--- config.mk ---
export PLATFORM = sky130hd
export DESIGN_NAME = expression_tokenizer_core
export DESIGN_NICKNAME = d
export VERILOG_FILES = /design/src/exptok_pkg.sv /design/src/exptok_lexer.sv /design/src/exptok_outbuf.sv /design/src/expression_tokenizer_core.sv
export SDC_FILE = /design/constraint.sdc
export NUM_CORES = 1
export LEC_CHECK = 0
export BUFFER_PORTS_ARGS = -buffer_cell sky130_fd_sc_hd__buf_4
export CAP_MARGIN = 20
export CELL_PAD_IN_SITES_DETAIL_PLACEMENT = 0
export CELL_PAD_IN_SITES_GLOBAL_PLACEMENT = 1
export CORE_MARGIN = 5
export CORE_UTILIZATION = 47
export CTS_CLUSTER_SIZE = 30
export DETAILED_ROUTE_END_ITERATION = 8
export PLACE_DENSITY = 0.92
export SLEW_MARGIN = 0
export SYNTH_ARGS = -nofsm -noshare
export SYNTH_HDL_FRONTEND = slang
export SYNTH_SLANG_ARGS = --single-unit
--- constraint.sdc ---
create_clock -name clk -period 6.7 [get_ports clk]
set_input_delay 1.005 -clock clk [delete_from_list [all_inputs] [get_ports clk]]
set_output_delay 1.005 -clock clk [all_outputs]
set_load 0.005 [all_outputs]
--- src/exptok_pkg.sv ---
// Shared types, codes and helpers for the expression tokenizer.
// No dependencies; used by every module of the block.
package exptok_pkg;

  localparam int VALUE_WIDTH_DEF = 32;
  localparam int OUT_VALUE_W     = 32;

  // lexer mode, one-hot
  typedef enum logic [9:0] {
    MODE_IDLE    = 10'b00_0000_0001,
    MODE_NUMBER  = 10'b00_0000_0010,
    MODE_LT      = 10'b00_0000_0100,
    MODE_GT      = 10'b00_0000_1000,
    MODE_AMP     = 10'b00_0001_0000,
    MODE_EQ      = 10'b00_0010_0000,
    MODE_PIPE    = 10'b00_0100_0000,
    MODE_BANG    = 10'b00_1000_0000,
    MODE_KEYWORD = 10'b01_0000_0000,
    MODE_ERROR   = 10'b10_0000_0000
  } mode_t;

  typedef enum logic [3:0] {
    KIND_LIT    = 4'd0,
    KIND_ADD    = 4'd1,
    KIND_MUL    = 4'd2,
    KIND_REL    = 4'd3,
    KIND_AND    = 4'd4,
    KIND_EQU    = 4'd5,
    KIND_OR     = 4'd6,
    KIND_LPAREN = 4'd7,
    KIND_RPAREN = 4'd8,
    KIND_EOF    = 4'd9,
    KIND_ERROR  = 4'd10
  } kind_t;

  typedef enum logic [2:0] {
    ERR_NONE      = 3'd0,
    ERR_BAD_CHAR  = 3'd1,
    ERR_WANT_AND  = 3'd2,
    ERR_WANT_EQ   = 3'd3,
    ERR_WANT_OR   = 3'd4,
    ERR_WANT_NE   = 3'd5,
    ERR_WANT_TRUE = 3'd6,
    ERR_WANT_FALSE = 3'd7
  } err_t;

  localparam logic [1:0] VAR_NONE  = 2'd0;
  localparam logic [1:0] VAR_INT   = 2'd0;
  localparam logic [1:0] VAR_TRUE  = 2'd1;
  localparam logic [1:0] VAR_FALSE = 2'd2;
  localparam logic [1:0] VAR_PLUS  = 2'd0;
  localparam logic [1:0] VAR_MINUS = 2'd1;
  localparam logic [1:0] VAR_TIMES = 2'd0;
  localparam logic [1:0] VAR_DIV   = 2'd1;
  localparam logic [1:0] VAR_LT    = 2'd0;
  localparam logic [1:0] VAR_LE    = 2'd1;
  localparam logic [1:0] VAR_GT    = 2'd2;
  localparam logic [1:0] VAR_GE    = 2'd3;
  localparam logic [1:0] VAR_EQ    = 2'd0;
  localparam logic [1:0] VAR_NE    = 2'd1;

  localparam logic [7:0] CH_NUL    = 8'h00;
  localparam logic [7:0] CH_TAB    = 8'h09;
  localparam logic [7:0] CH_CR     = 8'h0D;
  localparam logic [7:0] CH_SPACE  = 8'h20;
  localparam logic [7:0] CH_BANG   = 8'h21;
  localparam logic [7:0] CH_AMP    = 8'h26;
  localparam logic [7:0] CH_LPAREN = 8'h28;
  localparam logic [7:0] CH_RPAREN = 8'h29;
  localparam logic [7:0] CH_STAR   = 8'h2A;
  localparam logic [7:0] CH_PLUS   = 8'h2B;
  localparam logic [7:0] CH_MINUS  = 8'h2D;
  localparam logic [7:0] CH_SLASH  = 8'h2F;
  localparam logic [7:0] CH_ZERO   = 8'h30;
  localparam logic [7:0] CH_NINE   = 8'h39;
  localparam logic [7:0] CH_LESS   = 8'h3C;
  localparam logic [7:0] CH_EQUAL  = 8'h3D;
  localparam logic [7:0] CH_GREAT  = 8'h3E;
  localparam logic [7:0] CH_A      = 8'h61;
  localparam logic [7:0] CH_E      = 8'h65;
  localparam logic [7:0] CH_F      = 8'h66;
  localparam logic [7:0] CH_L      = 8'h6C;
  localparam logic [7:0] CH_R      = 8'h72;
  localparam logic [7:0] CH_S      = 8'h73;
  localparam logic [7:0] CH_T      = 8'h74;
  localparam logic [7:0] CH_U      = 8'h75;
  localparam logic [7:0] CH_PIPE   = 8'h7C;

  localparam logic [2:0] LEN_TRUE  = 3'd4;
  localparam logic [2:0] LEN_FALSE = 3'd5;

  typedef struct packed {
    kind_t                    kind;
    logic [1:0]               variant;
    logic [OUT_VALUE_W-1:0]   value;
    logic                     overflow;
    err_t                     error_code;
    logic                     last;
  } token_t;

  function automatic token_t make_tok(input kind_t k, input logic [1:0] v,
                                      input logic [OUT_VALUE_W-1:0] val,
                                      input logic ovf, input err_t e);
    token_t t;
    t.kind       = k;
    t.variant    = v;
    t.value      = val;
    t.overflow   = ovf;
    t.error_code = e;
    t.last       = 1'b0;
    return t;
  endfunction

  // expected byte at a given position of "true" / "false"
  function automatic logic [7:0] keyword_char(input logic is_false,
                                              input logic [2:0] pos);
    logic [7:0] c;
    c = CH_E;
    if (is_false) begin
      case (pos)
        3'd0: c = CH_F;
        3'd1: c = CH_A;
        3'd2: c = CH_L;
        3'd3: c = CH_S;
        default: c = CH_E;
      endcase
    end else begin
      case (pos)
        3'd0: c = CH_T;
        3'd1: c = CH_R;
        3'd2: c = CH_U;
        default: c = CH_E;
      endcase
    end
    return c;
  endfunction

endpackage

--- src/exptok_lexer.sv ---
// Lexer state and next-state / token logic for one byte per step.
// Depends on exptok_pkg.
module exptok_lexer #(
  parameter int VALUE_WIDTH = exptok_pkg::VALUE_WIDTH_DEF
) (
  input  logic              clk,
  input  logic              rst,
  input  logic              step,
  input  logic [7:0]        ch,
  input  logic              at_end,
  output logic [1:0]        count,
  output exptok_pkg::token_t res0,
  output exptok_pkg::token_t res1
);
  import exptok_pkg::*;

  mode_t                  mode, mode_next;
  logic [VALUE_WIDTH-1:0] acc, acc_next;
  logic                   sat, sat_next;
  logic [2:0]             kpos, kpos_next;
  logic                   kmis, kmis_next;
  logic                   kfalse, kfalse_next;

  logic                   is_space, is_digit;
  logic [VALUE_WIDTH+3:0] prod;
  logic                   prod_ovf;

  // fresh lex of the current byte
  logic   f_emit, f_num, f_kw;
  token_t f_tok;
  mode_t  f_mode;

  // token closed by the pending mode, and a second token
  logic   c_emit, s_emit, use_fresh;
  token_t c_tok, s_tok;

  logic       kmis_w;
  logic [2:0] kpos_w, klen;
  err_t       kerr;

  assign is_space = (ch == CH_SPACE) || (ch >= CH_TAB && ch <= CH_CR);
  assign is_digit = (ch >= CH_ZERO) && (ch <= CH_NINE);
  assign prod = ({4'b0, acc} << 3) + ({4'b0, acc} << 1)
              + (VALUE_WIDTH+4)'(ch[3:0]);
  assign prod_ovf = (prod[VALUE_WIDTH+3:VALUE_WIDTH] != 4'd0);

  always_comb begin
    f_emit = 1'b0;
    f_num  = 1'b0;
    f_kw   = 1'b0;
    f_tok  = make_tok(KIND_EOF, VAR_NONE, '0, 1'b0, ERR_NONE);
    f_mode = MODE_IDLE;
    if (at_end) begin
      f_emit = 1'b1;
    end else if (is_space) begin
      f_emit = 1'b0;
    end else if (is_digit) begin
      f_mode = MODE_NUMBER;
      f_num  = 1'b1;
    end else begin
      case (ch)
        CH_PLUS: begin
          f_emit = 1'b1; f_tok = make_tok(KIND_ADD, VAR_PLUS, '0, 1'b0, ERR_NONE);
        end
        CH_MINUS: begin
          f_emit = 1'b1; f_tok = make_tok(KIND_ADD, VAR_MINUS, '0, 1'b0, ERR_NONE);
        end
        CH_STAR: begin
          f_emit = 1'b1; f_tok = make_tok(KIND_MUL, VAR_TIMES, '0, 1'b0, ERR_NONE);
        end
        CH_SLASH: begin
          f_emit = 1'b1; f_tok = make_tok(KIND_MUL, VAR_DIV, '0, 1'b0, ERR_NONE);
        end
        CH_LPAREN: begin
          f_emit = 1'b1; f_tok = make_tok(KIND_LPAREN, VAR_NONE, '0, 1'b0, ERR_NONE);
        end
        CH_RPAREN: begin
          f_emit = 1'b1; f_tok = make_tok(KIND_RPAREN, VAR_NONE, '0, 1'b0, ERR_NONE);
        end
        CH_LESS:  f_mode = MODE_LT;
        CH_GREAT: f_mode = MODE_GT;
        CH_AMP:   f_mode = MODE_AMP;
        CH_EQUAL: f_mode = MODE_EQ;
        CH_PIPE:  f_mode = MODE_PIPE;
        CH_BANG:  f_mode = MODE_BANG;
        CH_T, CH_F: begin
          f_mode = MODE_KEYWORD;
          f_kw   = 1'b1;
        end
        default: begin
          f_emit = 1'b1;
          f_tok  = make_tok(KIND_ERROR, VAR_NONE, '0, 1'b0, ERR_BAD_CHAR);
          f_mode = MODE_ERROR;
        end
      endcase
    end
  end

  always_comb begin
    mode_next   = mode;
    acc_next    = acc;
    sat_next    = sat;
    kpos_next   = kpos;
    kmis_next   = kmis;
    kfalse_next = kfalse;
    c_emit      = 1'b0;
    s_emit      = 1'b0;
    use_fresh   = 1'b0;
    c_tok       = make_tok(KIND_EOF, VAR_NONE, '0, 1'b0, ERR_NONE);
    s_tok       = make_tok(KIND_EOF, VAR_NONE, '0, 1'b0, ERR_NONE);
    klen        = kfalse ? LEN_FALSE : LEN_TRUE;
    kerr        = kfalse ? ERR_WANT_FALSE : ERR_WANT_TRUE;
    kmis_w      = kmis | (ch != keyword_char(kfalse, kpos));
    kpos_w      = kpos + 3'd1;

    case (mode)
      MODE_NUMBER: begin
        if (!at_end && is_digit) begin
          if (prod_ovf) begin
            acc_next = '1;
            sat_next = 1'b1;
          end else begin
            acc_next = prod[VALUE_WIDTH-1:0];
          end
        end else begin
          c_emit    = 1'b1;
          c_tok     = make_tok(KIND_LIT, VAR_INT, OUT_VALUE_W'(acc), sat, ERR_NONE);
          acc_next  = '0;
          sat_next  = 1'b0;
          use_fresh = 1'b1;
        end
      end
      MODE_LT, MODE_GT: begin
        c_emit = 1'b1;
        if (!at_end && ch == CH_EQUAL) begin
          c_tok = make_tok(KIND_REL, (mode == MODE_LT) ? VAR_LE : VAR_GE, '0, 1'b0,
                           ERR_NONE);
          mode_next = MODE_IDLE;
        end else begin
          c_tok = make_tok(KIND_REL, (mode == MODE_LT) ? VAR_LT : VAR_GT, '0, 1'b0,
                           ERR_NONE);
          use_fresh = 1'b1;
        end
      end
      MODE_AMP, MODE_EQ, MODE_PIPE, MODE_BANG: begin
        c_emit = 1'b1;
        if (!at_end && mode == MODE_AMP && ch == CH_AMP) begin
          c_tok = make_tok(KIND_AND, VAR_NONE, '0, 1'b0, ERR_NONE);
          mode_next = MODE_IDLE;
        end else if (!at_end && mode == MODE_EQ && ch == CH_EQUAL) begin
          c_tok = make_tok(KIND_EQU, VAR_EQ, '0, 1'b0, ERR_NONE);
          mode_next = MODE_IDLE;
        end else if (!at_end && mode == MODE_PIPE && ch == CH_PIPE) begin
          c_tok = make_tok(KIND_OR, VAR_NONE, '0, 1'b0, ERR_NONE);
          mode_next = MODE_IDLE;
        end else if (!at_end && mode == MODE_BANG && ch == CH_EQUAL) begin
          c_tok = make_tok(KIND_EQU, VAR_NE, '0, 1'b0, ERR_NONE);
          mode_next = MODE_IDLE;
        end else begin
          // broken pair: the byte is dropped, not lexed
          c_tok = make_tok(KIND_ERROR, VAR_NONE, '0, 1'b0,
                           (mode == MODE_AMP)  ? ERR_WANT_AND :
                           (mode == MODE_EQ)   ? ERR_WANT_EQ  :
                           (mode == MODE_PIPE) ? ERR_WANT_OR  : ERR_WANT_NE);
          s_emit    = at_end;
          mode_next = at_end ? MODE_IDLE : MODE_ERROR;
        end
      end
      MODE_KEYWORD: begin
        if (at_end) begin
          c_emit    = 1'b1;
          c_tok     = make_tok(KIND_ERROR, VAR_NONE, '0, 1'b0, kerr);
          s_emit    = 1'b1;
          mode_next = MODE_IDLE;
        end else begin
          // every byte counts toward the keyword length, match or not
          kpos_next = kpos_w;
          kmis_next = kmis_w;
          if (kpos_w >= klen) begin
            kpos_next = '0;
            kmis_next = 1'b0;
            c_emit    = 1'b1;
            if (kmis_w) begin
              c_tok     = make_tok(KIND_ERROR, VAR_NONE, '0, 1'b0, kerr);
              mode_next = MODE_ERROR;
            end else begin
              c_tok     = make_tok(KIND_LIT, kfalse ? VAR_FALSE : VAR_TRUE, '0, 1'b0,
                                   ERR_NONE);
              mode_next = MODE_IDLE;
            end
          end
        end
      end
      MODE_ERROR: begin
        if (at_end) begin
          c_emit    = 1'b1;
          mode_next = MODE_IDLE;
        end
      end
      default: use_fresh = 1'b1;
    endcase

    if (use_fresh) begin
      s_emit    = f_emit;
      s_tok     = f_tok;
      mode_next = f_mode;
      if (f_num) begin
        acc_next = VALUE_WIDTH'(ch[3:0]);
        sat_next = 1'b0;
      end
      if (f_kw) begin
        kpos_next   = 3'd1;
        kmis_next   = 1'b0;
        kfalse_next = (ch == CH_F);
      end
    end

    if (c_emit) begin
      res0  = c_tok;
      res1  = s_tok;
      count = s_emit ? 2'd2 : 2'd1;
    end else begin
      res0  = s_tok;
      res1  = s_tok;
      count = s_emit ? 2'd1 : 2'd0;
    end
    res0.last = (count == 2'd1);
    res1.last = 1'b1;
  end

  always_ff @(posedge clk) begin
    if (rst) begin
      mode   <= MODE_IDLE;
      acc    <= '0;
      sat    <= 1'b0;
      kpos   <= '0;
      kmis   <= 1'b0;
      kfalse <= 1'b0;
    end else if (step) begin
      mode   <= mode_next;
      acc    <= acc_next;
      sat    <= sat_next;
      kpos   <= kpos_next;
      kmis   <= kmis_next;
      kfalse <= kfalse_next;
    end
  end

endmodule

--- src/exptok_outbuf.sv ---
// Two-slot result buffer: head slot drives the output, a spare slot
// holds the second token of a byte. Depends on exptok_pkg.
module exptok_outbuf (
  input  logic               clk,
  input  logic               rst,
  input  logic               item_valid,
  input  logic [1:0]         count,
  input  exptok_pkg::token_t res0,
  input  exptok_pkg::token_t res1,
  output logic               take,
  output logic               out_valid,
  input  logic               out_ready,
  output exptok_pkg::token_t out_tok
);
  import exptok_pkg::*;

  logic   head_vld, spare_vld;
  token_t head, spare;
  logic   pop;

  assign pop       = head_vld && out_ready;
  // a byte is lexed only when both its tokens are sure to fit
  assign take      = item_valid && !spare_vld && (!head_vld || pop);
  assign out_valid = head_vld;
  assign out_tok   = head;

  always_ff @(posedge clk) begin
    if (rst) begin
      head_vld  <= 1'b0;
      spare_vld <= 1'b0;
    end else if (spare_vld) begin
      if (pop) begin
        head      <= spare;
        spare_vld <= 1'b0;
      end
    end else if (take) begin
      case (count)
        2'd1: begin
          head     <= res0;
          head_vld <= 1'b1;
        end
        2'd2: begin
          head      <= res0;
          spare     <= res1;
          head_vld  <= 1'b1;
          spare_vld <= 1'b1;
        end
        default: head_vld <= head_vld && !pop;
      endcase
    end else if (pop) begin
      head_vld <= 1'b0;
    end
  end

endmodule

--- src/expression_tokenizer_core.sv ---
// Expression tokenizer top level: input register, lexer, result buffer.
// Depends on exptok_pkg, exptok_lexer and exptok_outbuf.
//
//   channel | handshake            | words
//   in      | in_valid / in_ready  | ch, end_of_text
//   out     | out_valid / out_ready| kind, variant, value, overflow, error_code, last
//
// A byte is lexed from the input register when the result buffer takes it;
// its tokens are registered in the result buffer and drive the output from
// there. One byte per cycle sustained while out_ready stays high; a byte that
// yields two tokens holds the next byte while the spare token drains.
// Output stalls back up through the result buffer to in_ready.
// Synchronous reset returns the lexer to idle with empty buffers.
module expression_tokenizer_core #(
  parameter int VALUE_WIDTH = exptok_pkg::VALUE_WIDTH_DEF
) (
  input  logic                 clk,
  input  logic                 rst,
  input  logic                 in_valid,
  output logic                 in_ready,
  input  logic [7:0]           ch,
  input  logic                 end_of_text,
  output logic                 out_valid,
  input  logic                 out_ready,
  output exptok_pkg::kind_t    kind,
  output logic [1:0]           variant,
  output logic [31:0]          value,
  output logic                 overflow,
  output exptok_pkg::err_t     error_code,
  output logic                 last
);
  import exptok_pkg::*;

  logic       in_vld;
  logic [7:0] ch_q;
  logic       eot_q;
  logic       at_end;
  logic       take;
  logic [1:0] count;
  token_t     res0, res1, out_tok;

  assign in_ready = !in_vld || take;
  assign at_end   = eot_q || (ch_q == CH_NUL);

  always_ff @(posedge clk) begin
    if (rst) begin
      in_vld <= 1'b0;
    end else if (in_ready) begin
      in_vld <= in_valid;
    end
  end

  always_ff @(posedge clk) begin
    if (in_ready) begin
      ch_q  <= ch;
      eot_q <= end_of_text;
    end
  end

  exptok_lexer #(
    .VALUE_WIDTH(VALUE_WIDTH)
  ) u_lexer (
    .clk    (clk),
    .rst    (rst),
    .step   (take),
    .ch     (ch_q),
    .at_end (at_end),
    .count  (count),
    .res0   (res0),
    .res1   (res1)
  );

  exptok_outbuf u_outbuf (
    .clk        (clk),
    .rst        (rst),
    .item_valid (in_vld),
    .count      (count),
    .res0       (res0),
    .res1       (res1),
    .take       (take),
    .out_valid  (out_valid),
    .out_ready  (out_ready),
    .out_tok    (out_tok)
  );

  assign kind       = out_tok.kind;
  assign variant    = out_tok.variant;
  assign value      = out_tok.value;
  assign overflow   = out_tok.overflow;
  assign error_code = out_tok.error_code;
  assign last       = out_tok.last;

endmodule
* Word level (Yosys, flattened, before mapping) *
Cells that the tools add are included.
W data, S select, Z words.

cells by class
  multiplexer cells = 101
  eq/ne operators = 34
  add/subtract/negate cells = 3
  bitwise gates (word level) = 3
  reduce and logical (&&, ||, !) cells = 45
  $lt $le $gt $ge = 5

operators with widths
  kind                    number
  $mux W43                16
  $pmux W43 S7            1
  $pmux W43 S4            1
  $mux W32                5
  $mux W10                14
  $eq A8 B6 Y1 const B    12
  $pmux W43 S2            1
  $pmux W10 S8            1
  $mux W1                 42
  $pmux W10 S4            1
  $mux W39                1
  $add A35 B33 Y36        1
  $add A36 B4 Y36         1
  $eq A8 B7 Y1 const B    3
  $mux W3                 7
  $pmux W5 S4             1
  $reduce_or A6 Y1        3
  $logic_and A1 B1 Y1     16
  $pmux W5 S3             1
  $eq A10 B10 Y1 const B  1
  $eq A10 B2 Y1 const B   1
  $eq A10 B3 Y1 const B   1
  $eq A10 B4 Y1 const B   1
  $eq A10 B5 Y1 const B   1
  other kinds (40)        58

storage, ports and cells
  input bits = 13
  word-level logic and storage cells = 213
  output and inout bits = 45
  flip-flop bits (word level) = 145

* Longest topological paths before layout *
Gate-level depths: netlist (run 1).

  depth after elaboration = 17
  mapped depth = 13
  mapped depth without buffers = 12

* Hierarchy *
A second synthesis (run 1) with hierarchy kept.

unflattened totals
  cells, all modules = 972
  area, all modules = 9587.9 sq um

modules (own cells, without submodules)
  module                     cells an instance  sequential area each (sq um)  instances  area an instance (sq um)
  exptok_lexer               804                960.9                         1          5973.2
  exptok_outbuf              152                2622.5                        1          3289.4
  expression_tokenizer_core  16                 290.3                         1          325.3

* Least setup slack after synthesis (run 1) *
OpenSTA, ideal clock, no wires.

  path kind = register to register
  start point = reg u_lexer.mode[9]
  end point = reg u_outbuf.head (netlist bit u_outbuf.out_tok[0]), enable pin
  arrival = 5.162 ns
  path slack = 1.029 ns
  buffers on the path = 0
  stages on the path, launching flop included = 8
  data required time = 6.191 ns
  period minus slack after synthesis = 5.671 ns
  setup time = 0.509 ns
  path through = dfxtp_1 > or4_4 > nor4_4 > a22oi_2 > o31ai_2 > a22oi_1 > a21o_1 > a211oi_1

on the way
  word-level cells in the longest chain between the ends = 14
  elaborated cells on any way between the ends = 36
  classes of those cells = 11 x eq/ne; 11 x mux; 14 x reduce/logical

RTL lines
  what                                                 RTL line                                  text
  from (decl)                                          exptok_lexer.sv:17                        mode_t mode, mode_next;
  from (signal assigned)                               exptok_lexer.sv:240                       mode <= mode_next;
  $eq A10 B8 Y1                                        exptok_lexer.sv:116, exptok_lexer.sv:156
  $logic_and A1 B1 Y1 (2 in a row)                     exptok_lexer.sv:156                       end else if (!at_end && mode == MODE_BANG && ch == CH_EQUAL) begin
  $mux W1                                              exptok_lexer.sv:156
  $mux W1                                              exptok_lexer.sv:153                       end else if (!at_end && mode == MODE_PIPE && ch == CH_PIPE) begin
  $mux W1                                              exptok_lexer.sv:150                       end else if (!at_end && mode == MODE_EQ && ch == CH_EQUAL) begin
  $mux W1                                              exptok_lexer.sv:147                       if (!at_end && mode == MODE_AMP && ch == CH_AMP) begin
  $pmux W1 S2                                          exptok_lexer.sv:116                       case (mode)
  $mux W1                                              exptok_lexer.sv:203                       if (use_fresh) begin
  $mux W1 / $mux W2 (equally long branches)            exptok_lexer.sv:225, exptok_lexer.sv:221
  $mux W2 (*)                                          exptok_lexer.sv:218                       if (c_emit) begin
  $eq A2 B1 Y1 / $eq A2 B2 Y1 (equally long branches)  exptok_outbuf.sv:37                       case (count)
  $reduce_bool A3 Y1 (no source line) (*)              -
  $reduce_and A4 Y1 (no source line) (*)               -
  to (signal assigned)                                 exptok_outbuf.sv:33                       head <= spare;
  to (signal assigned)                                 exptok_outbuf.sv:39                       head <= res0;
  to (signal assigned)                                 exptok_outbuf.sv:43                       head <= res0;
  to (decl)                                            exptok_outbuf.sv:18                       token_t head, spare;

Every way passes the cells marked *; elsewhere a longest branch is shown, timed or not.
A chain may end at the register's enable or synchronous reset.

* Worst setup path in the final report (run 1) *
  start point = reg ch_q[3]
  end point = reg u_lexer.acc[18]

on the way
  word-level cells in the longest chain between the ends = 8
  elaborated cells on any way between the ends = 27
  classes of those cells = 1 x add/sub; 4 x order compare; 2 x eq/ne; 11 x mux; 9 x reduce/logical

RTL lines
  what                                                     RTL line                         text
  from (decl)                                              expression_tokenizer_core.sv:35  logic [7:0] ch_q;
  from (signal assigned)                                   expression_tokenizer_core.sv:55  ch_q <= ch;
  branches (longest 7 deep; another with $add A36 B4 Y36)  -
  $mux W32 (*)                                             exptok_lexer.sv:203
  to (signal assigned)                                     exptok_lexer.sv:241              acc <= acc_next;
  to (decl)                                                exptok_lexer.sv:18               logic [VALUE_WIDTH-1:0] acc, acc_next;

Mark *: on every way between the ends.

==> results of run 1 <==
## power breakdown
group,total (mW),switching (mW),internal (mW)
clock,0.570,0.245,0.325
sequential,0.739,0.0190,0.720
combinational,0.103,0.0619,0.0413
## per-layer routing
| layer | wire, µm | GRT usage |
|---|---|---|
| met3 | 1180 | 0.0317 |
| met4 | 426 | 0.0634 |
| met1 | 9700 | 0.303 |
| met2 | 8530 | 0.308 |
| met5 | 0 | 0 |
## logic make-up after synthesis
family | share of synthesized area
compound gates | 0.226
flops | 0.358
simple gates | 0.214
fa+ha+maj | 0.117
mux | 0.00389
buf+inv | 0.0400
xor+xnor | 0.0418
## worst min-delay path, stage by stage, from the launching register on
cell	delay, ns
dfxtp_1	0.30
inv_1	0.06
a21oi_1	0.06
## synthesized netlist by cell type, types with 5 or more instances
| library cell | instances | share of area |
|---|---|---|
| a21o_1 | 15 | 0.015 |
| or2_2 | 5 | 0.0040 |
| nor4b_1 | 6 | 0.0068 |
| nor4_1 | 11 | 0.0089 |
| clkbuf_1 | 32 | 0.016 |
| and3_1 | 34 | 0.028 |
| o21a_1 | 7 | 0.0068 |
| a31oi_1 | 11 | 0.0089 |
| o31ai_1 | 6 | 0.0058 |
| o311ai_0 | 5 | 0.0057 |
| a211oi_1 | 16 | 0.016 |
| ha_1 | 69 | 0.11 |
| a21oi_1 | 62 | 0.040 |
| nand2b_1 | 12 | 0.0097 |
| xor2_1 | 15 | 0.017 |
| a32oi_1 | 5 | 0.0057 |
| nand4_1 | 16 | 0.013 |
| dfxtp_1 | 51 | 0.13 |
| o21ai_0 | 35 | 0.023 |
| nand2_1 | 70 | 0.034 |
| a22oi_1 | 10 | 0.0097 |
| a311oi_1 | 15 | 0.017 |
| buf_2 | 9 | 0.0058 |
| xnor2_1 | 20 | 0.023 |
| inv_1 | 23 | 0.011 |
| nor2b_1 | 7 | 0.0057 |
| o211ai_1 | 8 | 0.0078 |
| nor3_1 | 21 | 0.014 |
| nand3_1 | 13 | 0.0084 |
| edfxtp_1 | 58 | 0.23 |
| a311oi_2 | 6 | 0.012 |
| nor2_1 | 86 | 0.042 |
## stage by stage
step / utilization / instance area (µm²) / cells / worst slack, ns
finish: 0.537 / 8600 / 1101 / 2.56
global route: 0.537 / 8600 / 1101 / 2.14
CTS: 0.537 / 8600 / 1101 / 2.58
detailed placement: 0.518 / 8280 / 1085 / 2.59
global placement: 0.517 / 8270 / 1084 / 2.38
floorplan: - / 7720 / 854 / 1.03
## final timing paths
path          startpoint               to  slack, ns
min reg2reg  u_lexer.sat      u_lexer.sat       0.47
max              ch_q[3]  u_lexer.acc[18]       2.56
max reg2reg      ch_q[3]  u_lexer.acc[18]       2.56
min          u_lexer.sat      u_lexer.sat       0.47
## sequential cells by signal (all words and copies together) (netlist names)
register / count
ch_q: 8
eot_q: 1
in_vld: 1
u_lexer.acc: 32
u_lexer.kfalse: 1
u_lexer.kmis: 1
u_lexer.kpos: 3
u_lexer.mode: 10
u_lexer.sat: 1
u_outbuf.out_tok: 43
u_outbuf.out_valid: 1
u_outbuf.spare: 6
u_outbuf.spare_vld: 1
## cell type report
| type | count | area, µm² | share of cell area |
|---|---|---|---|
| multi-input combinational | 673 | 4680 | 0.544 |
| sequential | 109 | 2760 | 0.321 |
| timing repair buffer | 64 | 488 | 0.0568 |
| clock buffer | 14 | 275 | 0.0320 |
| tap | 216 | 270 | 0.0314 |
| inverter | 23 | 86.3 | 0.0100 |
| clock inverter | 2 | 38.8 | 0.00451 |
==> out/summary.json, run 1 <==
{
  "result_of_the_run": "finished clean",
  "timing.final.max_slew_violations": 0,
  "dpl.hpwl_um": 14700,
  "critical_path.max_stage_delay_ns": 0.63,
  "synthesis.instances": 854,
  "power_after_layout_mw": 1.41,
  "grt_pass1_vias": 6395,
  "track_usage": 0.205,
  "postRouteWirelength_um": 19800,
  "layout_common_cells": "nor2_1, nand2_1, ha_1, buf_4, a21oi_1",
  "area_growth_syn_to_layout_pct": 11.3,
  "setup-tns-final_ns": 0,
  "ir_worst_vdd_v": 0.000129,
  "portBuffers": 57,
  "post-route-drc-count": 0,
  "synth-seq-cells": 109,
  "grt.overflow.total": 0,
  "antenna_violations_before_repair": 0,
  "path_buf_inv": 2,
  "worst_hold_slack_ns": 0.465,
  "first_iter_violations": 688,
  "worstPathCellList": "fa_1 > inv_1 > fa_1 > nand2b_1 > a21o_1 > a21boi_0 > o31a_1 > a311o_1 > o221ai_2 > nor2_2 > buf_8 > a311oi_1",
  "die_width_um": 138,
  "ctsHoldBuffers": 0,
  "clock_sink_count": 109,
  "cp_data_required_time_ns": 6.88,
  "mappedNetlistNets": 938,
  "finalWeightedCongestion": 0.940,
  "route.vias.total": 6753,
  "finalHoldViolations": 0,
  "synth-warning-count": 0,
  "cts-resized-gates": 0,
  "drt_first_pass_iters": 5,
  "number_of_nets_in_the_finished_design": 964,
  "drv_cap": 0,
  "die_area_um2": 19100,
  "grt_pass1_wl_um": 32800,
  "leakage_nw": 3.38,
  "tritoncts": "yes",
  "start_util": 0.483,
  "maxClockFrequency_ghz": 0.242,
  "tritoncts.num_buffers": 9,
  "synth_cell_type_count": 90,
  "cp-start-kind": "flop",
  "cts.repair_timing.setup_buffer_count": 0,
  "final.fill_count": 1503,
  "worst_slew_margin_rel": 0.307,
  "clock-root-buffer": "clkbuf_16",
  "critPathKind": "reg -> reg",
  "worstSetupEndpointType": "flop",
  "timing.final.setup_violations": 0,
  "synth.cell_area_um2": 7720,
  "asyncSetResetFlopFracSynth": 0,
  "timing.critical_path.depth": 12,
  "die_height_um": 138,
  "cts_max_level": 3,
  "worstHoldPathType": "reg -> reg",
  "post_route_cells_drive_above_1_share": 0.130,
  "fin_skew_ns": 0.00823,
  "mostFrequentLayoutCell": "nor2_1",
  "synth_area_per_cell_um2": 9.05,
  "critical-path-top-cell-by-count": "fa_1",
  "wl_per_cell_um": 18.0,
  "antenna_left": 0,
  "via_cell_ratio": 6.13,
  "synth_ff_type": "edfxtp_1",
  "synth_edf_count": 58,
  "ff2ff_path_depth": 12,
  "finalCritPeriodShare": 0.618,
  "fp.coreArea_um2": 16000,
  "rsz_0062_raised_after_global_routing": "no",
  "worstPathMaxFanout": 17,
  "slowest_stage": "fa_1",
  "cellPowerDensity_nw_per_um2": 164,
  "actual_slew_at_the_worst_max_slew_pin_ns": 1.04,
  "max-clock-path-buffers": 2,
  "clk-insertion-delay-late_ns": 0.36,
  "hold_depth": 2,
  "io_pins": 58,
  "floorplan.rows": 46,
  "ys_seq_area_frac": 0.358,
  "post-route-min-period_ns": 4.14,
  "grt_max_degree": 45,
  "crit_arrival_ns": 4.32,
  "clk_transition_reported_paths_ns": 0.07,
  "num_antenna_cells": 0,
  "crit_family": "compound AO/OA/AOI/OAI gates"
}
Power figures use the tool's default switching activity.
==> inputs of run 2 (changes only) <==
Clock period 6.7 ns to 3.9 ns, I/O delays scaled along.
==> run 2 against run 1 <==
  * Sequential power up 71%
  * Clock power up 100%
  * Highest routed layer unchanged
  * Power up 84%
  * Maximum frequency up 15%
  * Sequential cell count unchanged
  * Core utilization up 2.5 points
  * Clock skew up 0.0039 ns
  * Count of clock-buffer cells in the layout down 5
==> out/summary.json, run 2 (same netlist as run 1, synthesis figures left out) <==
{
  "worstHoldPathType": "in -> reg",
  "die_height": {"value": 138, "unit": "µm", "change": "unchanged"},
  "fp.coreArea": {"value": 16000, "unit": "µm²", "change": "unchanged"},
  "post_route_cells_drive_above_1_share": {"value": 0.174, "change": "+0.0444"},
  "actual_slew_at_the_worst_max_slew_pin": {"value": 0.757, "unit": "ns", "change": "-0.283 ns"},
  "clock-root-buffer": "clkbuf_16",
  "num_antenna_cells": {"value": 0, "change": "unchanged"},
  "timing.final.max_slew_violations": {"value": 0, "change": "unchanged"},
  "area_taken_by_multi_input_logic_gates": {"value": 4680, "unit": "µm²", "change": "+0.13%"},
  "ir_worst_vdd": {"value": 0.000207, "unit": "V", "change": "+60%"},
  "cts_max_level": {"value": 3, "change": "unchanged"},
  "p_seq_frac": {"value": 0.484, "change": "-0.039"},
  "die_area": {"value": 19100, "unit": "µm²", "change": "unchanged"},
  "io_pins": {"value": 58, "change": "unchanged"},
  "sw_frac_of_total": {"value": 0.226, "change": "-0.00460"},
  "area.sequential": {"value": 2760, "unit": "µm²", "change": "unchanged"},
  "antenna_violations_before_repair": {"value": 0, "change": "unchanged"},
  "finalHoldViolations": {"value": 0, "change": "unchanged"},
  "cts.repair_timing.setup_buffer_count": {"value": 0, "change": "unchanged"},
  "start_util": {"value": 0.483, "change": "unchanged"},
  "grt_max_degree": {"value": 44, "change": "-2.2%"},
  "comb_power_share": {"value": 0.076, "change": "+0.003"},
  "tritoncts.num_buffers": {"value": 9, "change": "unchanged"},
  "power_after_layout": {"value": 2.60, "unit": "mW", "change": "+84%"},
  "grt_pass1_wl": {"value": 33600, "unit": "µm", "change": "+2.4%"},
  "total_switching_power": {"value": 589, "unit": "µW", "change": "+81%"},
  "finalWeightedCongestion": {"value": 0.933, "change": "-0.77%"},
  "fin_skew": {"value": 0.0121, "unit": "ns", "change": "+0.00387 ns"},
  "mostFrequentLayoutCell": "buf_4",
  "area_growth_syn_to_layout_pct": 16.5,
  "clk_transition_reported_paths": {"value": 0.08, "unit": "ns", "change": "about the same"},
  "first_iter_violations": {"value": 690, "change": "+0.29%"},
  "track_usage": {"value": 0.210, "change": "+0.00554"},
  "floorplan.rows": {"value": 46, "change": "unchanged"},
  "setup-tns-final": {"value": 0, "unit": "ns", "change": "unchanged"},
  "clk-insertion-delay-late": {"value": 0.36, "unit": "ns", "change": "about the same"},
  "worstSetupEndpointType": "flop",
  "largest_register_ffs": {"value": 43, "change": "unchanged"},
  "power_report.internal_total": {"value": 2.01, "unit": "mW", "change": "+85%"},
  "crit_arrival": {"value": 3.81, "unit": "ns", "change": "-0.51 ns"},
  "maxClockFrequency": {"value": 0.279, "unit": "GHz", "change": "+15%"},
  "wl_per_cell": {"value": 18.0, "unit": "µm", "change": "-0.27%"},
  "timing.final.setup_violations": {"value": 0, "change": "unchanged"},
  "cp-start-kind": "flop",
  "post-route-min-period": {"value": 3.59, "unit": "ns", "change": "-0.554 ns"},
  "dpl.hpwl": {"value": 15400, "unit": "µm", "change": "+4.6%"},
  "grt_pass1_vias": {"value": 6470, "change": "+1.2%"},
  "worst_slew_margin_rel": {"value": 0.495, "change": "+0.188"},
  "via_cell_ratio": {"value": 6.09, "change": "-0.75%"},
  "worst_hold_slack": {"value": 0.400, "unit": "ns", "change": "-0.0652 ns"},
  "rsz_0062_raised_after_global_routing": "no",
  "die_width": {"value": 138, "unit": "µm", "change": "unchanged"},
  "drt_first_pass_iters": {"value": 5, "change": "unchanged"},
  "route.vias.total": {"value": 6970, "change": "+3.2%"},
  "post-route-drc-count": {"value": 0, "change": "unchanged"},
  "layout_common_cells": "buf_4, nor2_1, nand2_1, ha_1, a21oi_1",
  "number_of_nets_in_the_finished_design": {"value": 1008, "change": "+4.6%"},
  "leakage": {"value": 3.64, "unit": "nW", "change": "+7.7%"},
  "drv_cap": {"value": 0, "change": "unchanged"},
  "result_of_the_run": "finished clean",
  "critPathKind": "reg -> reg",
  "cp_data_required_time": {"value": 4.13, "unit": "ns", "change": "-2.75 ns"},
  "portBuffers": {"value": 57, "change": "unchanged"},
  "clock_sink_count": {"value": 109, "change": "unchanged"},
  "antenna_left": {"value": 0, "change": "unchanged"},
  "max-clock-path-buffers": {"value": 2, "change": "unchanged"},
  "tritoncts": "yes",
  "postRouteWirelength": {"value": 20600, "unit": "µm", "change": "+3.7%"},
  "reg2reg_slack": {"value": 0.31, "unit": "ns", "change": "-2.25 ns"},
  "finalCritPeriodShare": {"value": 0.919, "change": "+0.301"},
  "power.share.clock": {"value": 0.440, "change": "+0.036"},
  "grt.overflow.total": {"value": 0, "change": "unchanged"},
  "final.fill_count": {"value": 1455, "change": "-3.2%"},
  "cellPowerDensity": {"value": 289, "unit": "nW/µm²", "change": "+76%"},
  "worstPathMaxFanout": {"value": 8, "change": "-9"}
}
[run 2: final cells by class]
type,count,area share
multi-input combinational,673,0.520
sequential,109,0.307
timing repair buffer,108,0.0923
tap,216,0.0300
clock buffer,9,0.0250
clock inverter,7,0.0161
inverter,23,0.00959
[run 2: metrics by stage]
step	area [µm²]	setup slack, ns	utilization	cells
2_1_floorplan	7740	0.222	-	854
3_3_place_gp	8610	-0.0494	0.538	1128
3_5_place_dp	8630	0.161	0.539	1129
4_1_cts	9000	0.148	0.562	1145
5_1_grt	9000	0.130	0.563	1145
6_report	9000	0.315	0.563	1145
[run 2: repair_timing]
action | in CTS | in global routing
hold buffers | 0 | 0
resized for setup | 0 | 3
endpoints found under the setup margin | 0 | 17
[run 2: final timing paths]
| check | from | end | cells past startpoint |
|---|---|---|---|
| worst max-delay path | ch_q[3] | u_lexer.acc[20] | 12 |
| worst min-delay path | ch[5] | ch_q[5] | 1 |
| worst max register to register | ch_q[3] | u_lexer.acc[20] | 12 |
| worst min register to register | u_lexer.sat | u_lexer.sat | 2 |
[run 2: per-layer routing]
metal | global-route usage | vias up | wire (µm)
met3 | 0.0345 | 36 | 1220
met1 | 0.299 | 3326 | 9830
met5 | 0 | - | 0
met2 | 0.325 | 220 | 9090
met4 | 0.0738 | 0 | 443
li1 | - | 3388 | -
[run 2: worst max-delay path: stages, from the launching register on]
cell      delay (ns)
edfxtp_1        0.42
fa_1            0.57
inv_1           0.06
fa_1            0.44
nand2b_1        0.18
a21o_1          0.17
a21boi_0        0.33
o31a_1          0.27
a311o_1         0.21
o221ai_2        0.12
buf_4           0.19
o21ai_1         0.32
o211ai_1        0.15
[run 2: power by group through the flow]
stage / Clock [mW] / Combinational [mW] / Sequential [mW]
floorplan: 0 / 0.116 / 1.28
global placement: 0 / 0.194 / 1.28
detailed placement: 0 / 0.196 / 1.29
CTS: 1.16 / 0.197 / 1.26
global route: 1.21 / 0.218 / 1.26
finish: 1.14 / 0.199 / 1.26
==> inputs of run 3 (changes only) <==
--- a/config.mk
+++ b/config.mk
@@ -14,5 +14,5 @@
 export CTS_CLUSTER_SIZE = 30
 export DETAILED_ROUTE_END_ITERATION = 8
-export PLACE_DENSITY = 0.92
+export PLACE_DENSITY = 0.81
 export SLEW_MARGIN = 0
 export SYNTH_ARGS = -nofsm -noshare
==> constraint.sdc (replaced) <==
create_clock -name clk -period 3.9 [get_ports clk]
set_input_delay 0.585 -clock clk [delete_from_list [all_inputs] [get_ports clk]]
set_output_delay 0.585 -clock clk [all_outputs]
set_load 0.01 [all_outputs]
==> run 3 against run 2 <==
  * Sequential power barely moved
  * Combinational power increased by 3%
  * First-iteration DRC count fell by 0.58%
  * Clock power decreased by 18%
  * Maximum frequency shrank 2.0%
  * Core utilization decreased by 1.9 points
  * Sequential cell count unchanged
  * Highest routed layer unchanged
  * Largest cell class unchanged
  * Register-to-register slack worse by 0.07 ns
  * Largest power group unchanged
  * Count of clock-buffer cells in the layout increased by 1
  * Worst setup slack got worse by 0.071 ns
  * Sequential share of layout area grew 1.1 points
  * Global-route usage increased by 0.78 points
==> out/summary.json, run 3 (same netlist as run 1, synthesis figures left out) <==
{
  "result_of_the_run": "finished clean",
  "area_taken_by_multi_input_logic_gates": {"value": 4670, "unit": "µm²", "change": "-0.16%"},
  "timing.final.max_slew_violations": {"value": 0, "change": "unchanged"},
  "reg2reg_slack": {"value": 0.24, "unit": "ns", "change": "-0.07 ns"},
  "comb_power_share": {"value": 0.085, "change": "+0.009"},
  "dpl.cell_count": {"value": 1100, "change": "-2.6%"},
  "finalWeightedCongestion": {"value": 0.970, "change": "+3.9%"},
  "worstSetupEndpointType": "flop",
  "layout.cells.non_filler": {"value": 1116, "change": "-2.5%"},
  "drt_first_pass_iters": {"value": 6, "change": "+1"},
  "worstHoldPathType": "in -> reg",
  "worst_slew_margin_rel": {"value": 0.463, "change": "-0.0315"},
  "power_after_layout": {"value": 2.40, "unit": "mW", "change": "-7.9%"},
  "area.sequential": {"value": 2760, "unit": "µm²", "change": "unchanged"},
  "clk-insertion-delay-late": {"value": 0.37, "unit": "ns", "change": "about the same"},
  "rsz_0062_raised_after_global_routing": "no",
  "die_width": {"value": 138, "unit": "µm", "change": "unchanged"},
  "layout_common_cells": "nor2_1, buf_4, nand2_1, ha_1, a21oi_1",
  "io_pins": {"value": 58, "change": "unchanged"},
  "area_growth_syn_to_layout_pct": 12.5,
  "actual_slew_at_the_worst_max_slew_pin": {"value": 0.795, "unit": "ns", "change": "+0.0387 ns"},
  "timing.final.setup_violations": {"value": 0, "change": "unchanged"},
  "slowest_stage": "o311ai_0",
  "drv_cap": {"value": 0, "change": "unchanged"},
  "clk_transition_reported_paths": {"value": 0.08, "unit": "ns", "change": "about the same"},
  "grt_max_degree": {"value": 44, "change": "unchanged"},
  "max-clock-path-buffers": {"value": 2, "change": "unchanged"},
  "final.fill_count": {"value": 1474, "change": "+1.3%"},
  "floorplan.rows": {"value": 46, "change": "unchanged"},
  "number_of_nets_in_the_finished_design": {"value": 979, "change": "-2.9%"},
  "grt_pass1_vias": {"value": 6426, "change": "-0.68%"},
  "total_switching_power": {"value": 620, "unit": "µW", "change": "+5.3%"},
  "leakage": {"value": 3.43, "unit": "nW", "change": "-5.5%"},
  "antenna_left": {"value": 0, "change": "unchanged"},
  "worstPathCellList": "ha_1 > ha_1 > nand2_1 > o21ai_1 > a221oi_1 > o311ai_0 > a31oi_1 > o221ai_2 > nor2_2 > buf_4 > a311oi_1",
  "clock_sink_count": {"value": 109, "change": "unchanged"},
  "track_usage": {"value": 0.218, "change": "+0.00782"},
  "route.vias.total": {"value": 6927, "change": "-0.62%"},
  "crit_arrival": {"value": 3.93, "unit": "ns", "change": "+0.12 ns"},
  "grt.overflow.total": {"value": 0, "change": "unchanged"},
  "post_route_cells_drive_above_1_share": {"value": 0.148, "change": "-0.0266"},
  "power_report.internal_total": {"value": 1.78, "unit": "mW", "change": "-12%"},
  "critical-path-top-cell-by-count": "ha_1",
  "ir_worst_vdd": {"value": 0.000268, "unit": "V", "change": "+29%"},
  "maxClockFrequency": {"value": 0.273, "unit": "GHz", "change": "-2.0%"},
  "cellPowerDensity": {"value": 276, "unit": "nW/µm²", "change": "-4.6%"},
  "tritoncts": "yes",
  "post-route-min-period": {"value": 3.66, "unit": "ns", "change": "+0.0714 ns"},
  "post-route-drc-count": {"value": 0, "change": "unchanged"},
  "cp-start-kind": "flop",
  "finalHoldViolations": {"value": 0, "change": "unchanged"},
  "die_area": {"value": 19100, "unit": "µm²", "change": "unchanged"},
  "via_cell_ratio": {"value": 6.21, "change": "+2.0%"},
  "cts.repair_timing.setup_buffer_count": {"value": 0, "change": "unchanged"},
  "finalCritPeriodShare": {"value": 0.938, "change": "+0.0183"},
  "place_ws": {"value": 0.266, "unit": "ns", "change": "+0.105 ns"},
  "mostFrequentLayoutCell": "nor2_1",
  "power.share.clock": {"value": 0.389, "change": "-0.051"},
  "start_util": {"value": 0.483, "change": "unchanged"},
  "cts_max_level": {"value": 3, "change": "unchanged"},
  "num_antenna_cells": {"value": 0, "change": "unchanged"},
  "grt_pass1_wl": {"value": 34300, "unit": "µm", "change": "+2.2%"},
  "critical_path.max_stage_delay": {"value": 0.65, "unit": "ns", "change": "+0.08 ns"},
  "postRouteWirelength": {"value": 21200, "unit": "µm", "change": "+2.9%"},
  "sw_frac_of_total": {"value": 0.259, "change": "+0.0323"},
  "clock-root-buffer": "clkbuf_16",
  "dpl.hpwl": {"value": 16000, "unit": "µm", "change": "+3.6%"},
  "antenna_violations_before_repair": {"value": 0, "change": "unchanged"},
  "cp_data_required_time": {"value": 4.17, "unit": "ns", "change": "+0.04 ns"},
  "fp.coreArea": {"value": 16000, "unit": "µm²", "change": "unchanged"},
  "setup-tns-final": {"value": 0, "unit": "ns", "change": "unchanged"},
  "post-route-worst-setup-slack": {"value": 0.243, "unit": "ns", "change": "-0.0714 ns"},
  "p_seq_frac": {"value": 0.526, "change": "+0.042"},
  "fin_skew": {"value": 0.0139, "unit": "ns", "change": "+0.00183 ns"},
  "critPathKind": "reg -> reg",
  "first_iter_violations": {"value": 686, "change": "-0.58%"},
  "die_height": {"value": 138, "unit": "µm", "change": "unchanged"},
  "largest_register_ffs": {"value": 43, "change": "unchanged"},
  "portBuffers": {"value": 57, "change": "unchanged"},
  "wl_per_cell": {"value": 19.0, "unit": "µm", "change": "+5.6%"},
  "fin_util": {"value": 0.543, "change": "-0.0193"},
  "worstPathMaxFanout": {"value": 15, "change": "+7"},
  "tritoncts.num_buffers": {"value": 9, "change": "unchanged"}
}
==> run 3: per-layer routing <==
metal | track usage | up-vias | routed length [µm]
li1 | - | 3330 | -
met1 | 0.339 | 3285 | 10300
met2 | 0.310 | 290 | 8790
met3 | 0.0317 | 22 | 1710
met4 | 0.0660 | 0 | 335
met5 | 0 | - | 0
==> run 3: final cells by class <==
type	instances	share of cell area
Multi-Input combinational cell	673	0.538
Sequential cell	109	0.318
Inverter	23	0.00993
Timing Repair Buffer	79	0.0697
Clock buffer	10	0.0275
Tap cell	216	0.0311
Clock inverter	6	0.00633
==> run 3: critical path, delay by kind of cell, from the launching register on <==
kind / cells / cell delay, ns
AOI/OAI and AO/OA: 6 / 1.93
adders and majority gates: 2 / 0.71
DFF: 1 / 0.44
and+or+nand+nor: 2 / 0.23
buffers and inverters: 1 / 0.23
==> run 3: path summary, 6_finish.rpt <==
path,from,end,depth (start not counted)
setup / recovery,u_lexer.acc[23],u_lexer.acc[10],11
hold reg to reg,u_lexer.sat,u_lexer.sat,2
setup reg to reg,u_lexer.acc[23],u_lexer.acc[10],11
hold / removal,ch[2],ch_q[2],1
==> run 3: power groups by stage <==
stage	registers, mW	clock network [mW]	logic (mW)
5_1_grt	1.26	1.01	0.220
3_5_place_dp	1.29	0	0.200
6_report	1.26	0.934	0.204
2_1_floorplan	1.29	0	0.116
4_1_cts	1.26	0.949	0.202
3_3_place_gp	1.29	0	0.198
==> run 3: per-stage QoR <==
stage | hold WS, ns | cell area [µm²]
6_report | 0.392 | 8690
5_1_grt | 0.376 | 8690
4_1_cts | 0.381 | 8690
3_5_place_dp | 0.455 | 8390
3_3_place_gp | 0.443 | 8390
2_1_floorplan | 0.433 | 7740
==> run 3: timing repair <==
item / in CTS / in global routing
resized for setup: 0 / 1
endpoints found under the setup margin: 0 / 17
hold buffers: 0 / 0
